**src/rtl/core/sts_pkg.sv**
```systemverilog
package sts_pkg;

  localparam int unsigned Trackers    = 4;
  localparam int unsigned MaxLen      = 64;
  localparam int unsigned Stride      = 16;
  localparam int unsigned StrideW     = $clog2(Stride);
  localparam int unsigned AddrW       = 20;
  localparam int unsigned SigBytes    = 8;
  localparam int unsigned RevOffset   = 15;
  localparam int unsigned BaseBytes   = 20;
  localparam int unsigned HdrBytes    = 24;
  localparam int unsigned ExtRevision = 2;
  localparam int unsigned PreW        = $clog2(HdrBytes);
  localparam int unsigned InDataW     = 32;
  localparam int unsigned OutDataW    = 24;

  // per-tracker control for one accepted byte
  typedef struct packed {
    logic en;
    logic rstart;
    logic rend;
    logic open;
  } sts_ctl_t;

  // tracker status after feeding the current byte
  typedef struct packed {
    logic             active;
    logic             hit;
    logic [AddrW-1:0] start;
  } sts_trk_t;

  // "RSD PTR "
  function automatic logic [7:0] sig_byte(input logic [2:0] idx);
    logic [7:0] c;
    case (idx)
      3'd0:    c = 8'h52;
      3'd1:    c = 8'h53;
      3'd2:    c = 8'h44;
      3'd3:    c = 8'h20;
      3'd4:    c = 8'h50;
      3'd5:    c = 8'h54;
      3'd6:    c = 8'h52;
      default: c = 8'h20;
    endcase
    return c;
  endfunction

endpackage

```
**src/rtl/core/signed_table_scanner.sv**
```systemverilog
// Channel   Dir  Payload (low bit up)                          Marks
// s_axis    in   tdata: byte_value[7:0], byte_addr[27:8], 0    tuser region_start, tlast region_end
// m_axis    out  tdata: found_addr[19:0], 0                    tuser found
//
// One byte is taken every cycle while s_axis_tready_o is high; all trackers update in parallel on it.
// A region_end byte's result is registered in the output register, or in skid if that is full.
// Reset clears trackers, best result and output/skid valid bits.
// A pending result does not block input; a second result waiting behind it
// sits in a skid register and only then is s_axis_tready_o dropped.
module signed_table_scanner (
  input  logic                         clk_i,
  input  logic                         rst_ni,
  input  logic                         s_axis_tvalid_i,
  output logic                         s_axis_tready_o,
  input  logic [sts_pkg::InDataW-1:0]  s_axis_tdata_i,   // byte_value, byte_addr
  input  logic                         s_axis_tuser_i,   // region_start
  input  logic                         s_axis_tlast_i,   // region_end
  output logic                         m_axis_tvalid_o,
  input  logic                         m_axis_tready_i,
  output logic [sts_pkg::OutDataW-1:0] m_axis_tdata_o,   // found_addr
  output logic                         m_axis_tuser_o    // found
);
  import sts_pkg::*;

  logic             acc;
  logic [7:0]       byte_val;
  logic [AddrW-1:0] byte_addr;
  logic             rstart;
  logic             rend;

  sts_ctl_t         ctl [Trackers];
  sts_trk_t         trk [Trackers];
  logic [Trackers-1:0] open_vec;

  logic             best_v_q;
  logic [AddrW-1:0] best_a_q;
  logic             best_v;
  logic [AddrW-1:0] best_a;
  logic             open_ok;
  logic             taken;

  logic             out_v_q, skid_v_q;
  logic             out_f_q, skid_f_q;
  logic [AddrW-1:0] out_a_q, skid_a_q;
  logic             push, pop;
  logic             res_f;
  logic [AddrW-1:0] res_a;

  assign s_axis_tready_o = ~skid_v_q;
  assign acc       = s_axis_tvalid_i & s_axis_tready_o;
  assign byte_val  = s_axis_tdata_i[7:0];
  assign byte_addr = s_axis_tdata_i[8 +: AddrW];
  assign rstart    = s_axis_tuser_i;
  assign rend      = s_axis_tlast_i;

  for (genvar g = 0; g < Trackers; g++) begin : g_trk
    assign ctl[g] = '{en: acc, rstart: rstart, rend: rend, open: open_vec[g]};
    sts_tracker u_trk (
      .clk_i  (clk_i),
      .rst_ni (rst_ni),
      .ctl_i  (ctl[g]),
      .byte_i (byte_val),
      .addr_i (byte_addr),
      .stat_o (trk[g])
    );
  end

  // lowest hit so far; with none, open a candidate in the first free tracker on an aligned byte
  always_comb begin
    best_v = best_v_q & ~rstart;
    best_a = rstart ? '0 : best_a_q;
    for (int t = 0; t < Trackers; t++) begin
      if (trk[t].hit && (!best_v || trk[t].start < best_a)) begin
        best_v = 1'b1;
        best_a = trk[t].start;
      end
    end
    open_ok = acc && byte_addr[StrideW-1:0] == '0 && !best_v;
    taken   = 1'b0;
    for (int t = 0; t < Trackers; t++) begin
      open_vec[t] = open_ok & ~taken & ~trk[t].active;
      taken       = taken | ~trk[t].active;
    end
  end

  always_ff @(posedge clk_i or negedge rst_ni) begin
    if (!rst_ni) begin
      best_v_q <= 1'b0;
      best_a_q <= '0;
    end else if (acc) begin
      if (rend) begin
        best_v_q <= 1'b0;
        best_a_q <= '0;
      end else begin
        best_v_q <= best_v;
        best_a_q <= best_a;
      end
    end
  end

  assign push  = acc & rend;
  assign pop   = out_v_q & m_axis_tready_i;
  assign res_f = best_v;
  assign res_a = best_v ? best_a : '0;

  always_ff @(posedge clk_i or negedge rst_ni) begin
    if (!rst_ni) begin
      out_v_q  <= 1'b0;
      skid_v_q <= 1'b0;
    end else if (pop) begin
      if (skid_v_q) begin
        skid_v_q <= 1'b0;
      end else begin
        out_v_q <= push;
      end
    end else if (push) begin
      if (!out_v_q) begin
        out_v_q <= 1'b1;
      end else begin
        skid_v_q <= 1'b1;
      end
    end
  end

  always_ff @(posedge clk_i) begin
    if (pop) begin
      if (skid_v_q) begin
        out_f_q <= skid_f_q;
        out_a_q <= skid_a_q;
      end else begin
        out_f_q <= res_f;
        out_a_q <= res_a;
      end
    end else if (push) begin
      if (!out_v_q) begin
        out_f_q <= res_f;
        out_a_q <= res_a;
      end else begin
        skid_f_q <= res_f;
        skid_a_q <= res_a;
      end
    end
  end

  assign m_axis_tvalid_o = out_v_q;
  assign m_axis_tuser_o  = out_f_q;
  assign m_axis_tdata_o  = OutDataW'(out_a_q);

`ifndef SYNTHESIS
  a_skid_behind_out: assert property (@(posedge clk_i) disable iff (!rst_ni)
    skid_v_q |-> out_v_q)
    else $error("skid holds a result while output register is empty");

  a_open_one: assert property (@(posedge clk_i) disable iff (!rst_ni)
    $onehot0(open_vec))
    else $error("more than one tracker opened on one byte");

  a_clear_on_end: assert property (@(posedge clk_i) disable iff (!rst_ni)
    (acc && rend) |=> (!best_v_q && best_a_q == '0))
    else $error("best result not cleared after region end");

  a_no_open_when_found: assert property (@(posedge clk_i) disable iff (!rst_ni)
    (best_v_q && !rstart) |-> (open_vec == '0))
    else $error("candidate opened after a valid one was recorded");

  a_addr_zero_not_found: assert property (@(posedge clk_i) disable iff (!rst_ni)
    (m_axis_tvalid_o && !m_axis_tuser_o) |-> (m_axis_tdata_o == '0))
    else $error("nonzero address reported without a find");
`endif

endmodule

```
**src/rtl/core/sts_tracker.sv**
```systemverilog
module sts_tracker (
  input  logic                      clk_i,
  input  logic                      rst_ni,
  input  sts_pkg::sts_ctl_t         ctl_i,
  input  logic [7:0]                byte_i,
  input  logic [sts_pkg::AddrW-1:0] addr_i,
  output sts_pkg::sts_trk_t         stat_o
);
  import sts_pkg::*;

  logic             act_q, act_d;
  logic [AddrW-1:0] start_q;
  logic [7:0]       off_q;
  logic [7:0]       sum_q;
  logic             rev_ext_q;
  logic [23:0]      len_q;
  logic [7:0]       pre_q [HdrBytes];

  logic             act_eff;
  logic [7:0]       sum_new;
  logic [31:0]      len_full;
  logic [PreW-1:0]  pre_idx;
  logic [7:0]       pre_val;
  logic [8:0]       off_nxt;
  logic             fail;
  logic             hit;
  logic             act_feed;

  assign act_eff  = act_q & ~ctl_i.rstart;
  assign sum_new  = sum_q + byte_i;
  assign len_full = {byte_i, len_q};
  assign pre_idx  = len_full[PreW-1:0] - PreW'(1);
  assign off_nxt  = {1'b0, off_q} + 9'd1;

  always_comb begin
    fail    = 1'b0;
    hit     = 1'b0;
    pre_val = sum_new;
    if (pre_idx != PreW'(HdrBytes - 1) && len_full <= 32'(HdrBytes) && len_full != 32'd0) begin
      pre_val = pre_q[pre_idx];
    end
    if (off_q < 8'(SigBytes)) begin
      fail = (byte_i != sig_byte(off_q[2:0]));
    end else if (off_q == 8'(BaseBytes - 1)) begin
      if (sum_new != 8'd0) begin
        fail = 1'b1;
      end else begin
        hit = ~rev_ext_q;
      end
    end else if (off_q == 8'(HdrBytes - 1)) begin
      if (len_full > 32'(MaxLen)) begin
        fail = 1'b1;
      end else if (len_full == 32'd0) begin
        hit = 1'b1;
      end else if (len_full <= 32'(HdrBytes)) begin
        hit  = (pre_val == 8'd0);
        fail = (pre_val != 8'd0);
      end
    end else if (off_q >= 8'(HdrBytes) && off_nxt == len_q[8:0]) begin
      hit  = (sum_new == 8'd0);
      fail = (sum_new != 8'd0);
    end
    hit      = hit & act_eff;
    act_feed = act_eff & ~fail & ~hit;
  end

  always_comb begin
    act_d = act_q;
    if (ctl_i.en) begin
      if (ctl_i.rend) begin
        act_d = 1'b0;
      end else if (ctl_i.open) begin
        act_d = (byte_i == sig_byte(3'd0));
      end else begin
        act_d = act_feed;
      end
    end
  end

  always_ff @(posedge clk_i or negedge rst_ni) begin
    if (!rst_ni) begin
      act_q <= 1'b0;
    end else begin
      act_q <= act_d;
    end
  end

  // candidate payload, written before it is read
  always_ff @(posedge clk_i) begin
    if (ctl_i.en) begin
      if (ctl_i.open) begin
        start_q    <= addr_i;
        off_q      <= 8'd1;
        sum_q      <= byte_i;
        pre_q[0]   <= byte_i;
      end else if (act_eff) begin
        off_q <= off_nxt[7:0];
        sum_q <= sum_new;
        if (off_q < 8'(HdrBytes)) begin
          pre_q[off_q[PreW-1:0]] <= sum_new;
        end
        if (off_q == 8'(RevOffset)) begin
          rev_ext_q <= (byte_i >= 8'(ExtRevision));
        end
        case (off_q)
          8'(BaseBytes):     len_q[7:0]   <= byte_i;
          8'(BaseBytes + 1): len_q[15:8]  <= byte_i;
          8'(BaseBytes + 2): len_q[23:16] <= byte_i;
          default: ;
        endcase
      end
    end
  end

  assign stat_o.active = act_feed;
  assign stat_o.hit    = hit;
  assign stat_o.start  = start_q;

endmodule
```
**config.mk**
```make
export PLATFORM = sky130hd
export DESIGN_NAME = signed_table_scanner
export DESIGN_NICKNAME = d
export VERILOG_FILES = /design/src/rtl/core/sts_pkg.sv /design/src/rtl/core/signed_table_scanner.sv /design/src/rtl/core/sts_tracker.sv
export SDC_FILE = /design/constraint.sdc
export NUM_CORES = 2
export LEC_CHECK = 0
export ABC_AREA = 1
export BUFFER_PORTS_ARGS = -buffer_cell sky130_fd_sc_hd__buf_4
export CAP_MARGIN = 10
export CORE_MARGIN = 3
export CORE_UTILIZATION = 52
export CTS_CLUSTER_DIAMETER = 100
export DETAILED_ROUTE_END_ITERATION = 16
export PLACE_DENSITY = 0.77
export SLEW_MARGIN = 30
export SYNTH_ARGS = -nofsm -noshare
export SYNTH_HDL_FRONTEND = slang
export SYNTH_SLANG_ARGS = --single-unit
```
**constraint.sdc**
```tcl
create_clock -name clk_i -period 11 [get_ports clk_i]
set_input_delay 0.55 -clock clk_i [delete_from_list [all_inputs] [get_ports clk_i]]
set_output_delay 0.55 -clock clk_i [all_outputs]
set_load 0.1 [all_outputs]
```
==> results.yml <==
run_status:
  status: "completed"
critical_path:
  r2r-start: "g_trk[0].u_trk.sum_q[0]$_DFFE_PP_"
  cp_slowest_cell: "nor3b_1"
  critPathKind: "flip-flop to flip-flop"
  critPathMaxFanout: 24
  cp.required_ns: 11.55
  crit_path_start: "g_trk[0].u_trk.sum_q[0]$_DFFE_PP_"
  cp-end-kind: "flip-flop"
  cp_common_cell: "nand2_1"
  critPathTopFamily: "simple AND/OR/NAND/NOR gates"
  critPathBufInv: 7
  cp.arrival_ns: 10.39
  cpPeakStageDelay_ns: 0.52
  crit_path_start_kind: "flip-flop"
synthesis:
  synth_ff_type: "edfxtp_1"
  yosys-top-cells-area: "edfxtp_1 (67%), nand2_1 (6.4%), ha_1 (3.4%)"
  async_flop_share_pct: 2.50
  syn_inst: 4001
  netlist_area_um2: 47300
  yosysTopAreaCellShare_pct: 67.0
  synth_cell_types: 72
  netlist_top_cells_count: "edfxtp_1 (1,054), nand2_1 (804), nor2_1 (381), inv_1 (285), o21ai_0 (220)"
  ys_ff_latch: 1081
  ys_seq_area_share_pct: 68.4
  yosysMostFrequentCell: "edfxtp_1"
  yosys_warnings: 0
  synth.largest_area_cell: "edfxtp_1"
  synth.avg_cell_area_um2: 11.8
  synth_edf_count: 1054
placement:
  numPortBuffers: 56
  place_ws_ns: 0.642
  hpwlAfterDp_um: 67400
  place_area_um2: 49400
  gp_congestion: 0.910
  dp_cells: 5173
min_path:
  hold_class: "input port to flip-flop"
  min_from: "m_axis_tready_i"
sta:
  finalHoldViolCount: 0
  fmax_ghz: 0.102
  fin_crit_ns: 9.84
  finalWorstSetupSlack_ns: 1.16
  rsz0062_at_grt: "no"
  fin_skew_ns: 0.0270
  finalSetupTns_ns: 0
  maxSlewViolCount: 0
  slew_headroom_pct: 33.9
  fin_crit_sh_pct: 89.4
  setup_viol: 0
  worstMarginPinSlew_ns: 0.987
clock_tree:
  clockBufferDepth: 3
  clkTransAtPathRegs_ns: 0.06
  htreeDepth: 3
  clkLatencyLatePin_ns: 0.68
  cts_sinks: 1081
  numCtsBuffers: 102
  cts_tree: "yes"
  cts-root-buf: "clkbuf_16"
floorplanning:
  die_y_um: 307
  io_pins: 65
  die_w_um: 307
  start_util_pct: 53.0
  core_um2: 89200
  fp.dieArea_um2: 94500
  rows: 109
routing:
  drt_iter0_drc: 3087
  drt-total-wl_um: 107000
  wl_per_cell_um: 19.8
  drcViolationCount: 0
  antenna_left: 0
  via_count: 31082
  first_pass_iters: 6
  vias_per_cell: 5.79
final_layout:
  area_growth_pct: 12.0
  final_nets: 4283
  layout.cells.non_filler: 5366
  fillers: 6771
  post_route_cells_drive_above_1_share_pct: 9.29
  fin_area_um2: 52900
  final_core_util_pct: 59.4
global_route:
  grt_use_total_pct: 22.6
  grt_max_degree: 105
  grt-ovfl-total: 0
  grt_pass1_wl_um: 167000
  grt_pass1_vias: 30378
  antenna_found_initial: 4
pwr:
  p_per_area_nw_per_um2: 164
  p_leak_nw: 19.3
  ir_worst_vdd_mv: 0.200
run:
  drv_cap: 0
[where the power goes]
part | leakage, nW | switching [W] | internal (W) | total [W]
clock network | 1.70 | 0.00150 | 0.00214 | 0.00364
logic | 7.70 | 0.000392 | 0.0000873 | 0.000479
registers | 9.88 | 0.0000254 | 0.00456 | 0.00459
[layer usage]
layer	up-vias	share of wire, %	global-route usage [%]	wire length (µm)
li1	14515	-	-	-
met1	14936	40	30.4	42900
met4	4	3.2	8.23	3370
met2	1386	48	37.3	51100
met5	-	0.023	0	25
met3	241	8.6	3.69	9170
[cell type report]
cell class,count,area (µm²),share of cell area [%]
well taps,1165,1460,2.75
clock buffers,118,2630,4.97
flip-flops and latches,1081,32300,61.1
repair buffers,134,1010,1.91
diodes,2,5.00,0.00945
multi-input cells,2491,13500,25.5
inverters,303,1140,2.15
clock inverters,72,871,1.64
[cells in the final DEF, fill, tap and decap left out, types with 18 or more instances in the layout]
cell and n:
a21oi_1 109, buf_4 132, bufinv_16 18, clkbuf_16 103, clkinv_1 26, dfrtp_1 27, edfxtp_1 1054, ha_1 128
inv_1 284, nand2_1 803, nand2_4 21, nand3_1 210, nand4_1 49, nor2_1 380, nor3_1 189, nor4_1 50
o21ai_0 194, o21ai_4 19, o31ai_1 40, xor2_1 62
[registers in the layout (all words and copies together), names as in the netlist]
name	cells
out_a_q	20
best_v_q	1
g_trk.u_trk.rev_ext_q	4
best_a_q	20
skid_a_q	20
skid_f_q	1
skid_v_q	1
m_axis_tvalid_o	1
g_trk.u_trk.pre_q	768
g_trk.u_trk.len_q	96
m_axis_tuser_o	1
g_trk.u_trk.start_q	80
g_trk.u_trk.sum_q	32
g_trk.u_trk.act_q	4
g_trk.u_trk.off_q	32
[cells by family (layout without fill, tap and decap cells)]
group                      count (synthesis)  count (layout)  share of synthesized area (%)
buffers and inverters                    432             627                           3.69
DFF                                     1081            1081                           68.4
other                                      1               6                        0.00793
AOI/OAI and AO/OA                        516             516                           6.52
xor gates and xnor gates                  80              80                           1.51
adders and majority gates                132             132                           3.56
and+or+nand+nor                         1759            1759                           16.3
[final timing paths]
check,end,slack [ns],cells past startpoint
min in group asynchronous,best_a_q[14]$_DFFE_PN0P_,0.35,2
worst min-delay path,skid_v_q$_DFFE_PN0P_,0.05,2
worst max-delay path,out_a_q[12]$_DFFE_PP_,1.16,52
max in group asynchronous,g_trk[3].u_trk.act_q$_DFFE_PN0P_,10.34,2
worst min register to register,best_a_q[18]$_DFFE_PN0P_,0.49,2
worst max register to register,out_a_q[12]$_DFFE_PP_,1.16,52
[per-stage QoR]
step	power, W	hold WS, ns
after floorplan	0.00498	0.254
after global placement	0.00514	0.472
after detailed placement	0.00515	0.468
after CTS	0.00874	0.0191
after global routing	0.00895	0.0500
final	0.00871	0.0520
[what timing repair did]
action | in CTS | in global routing
buffers inserted | 0 | 0
hold buffers | 1 | 0
hold endpoints to repair | 27 | 0
gates resized for setup | 0 | 5
setup endpoints to repair | 0 | 60
(Power assumes the default switching activity.)
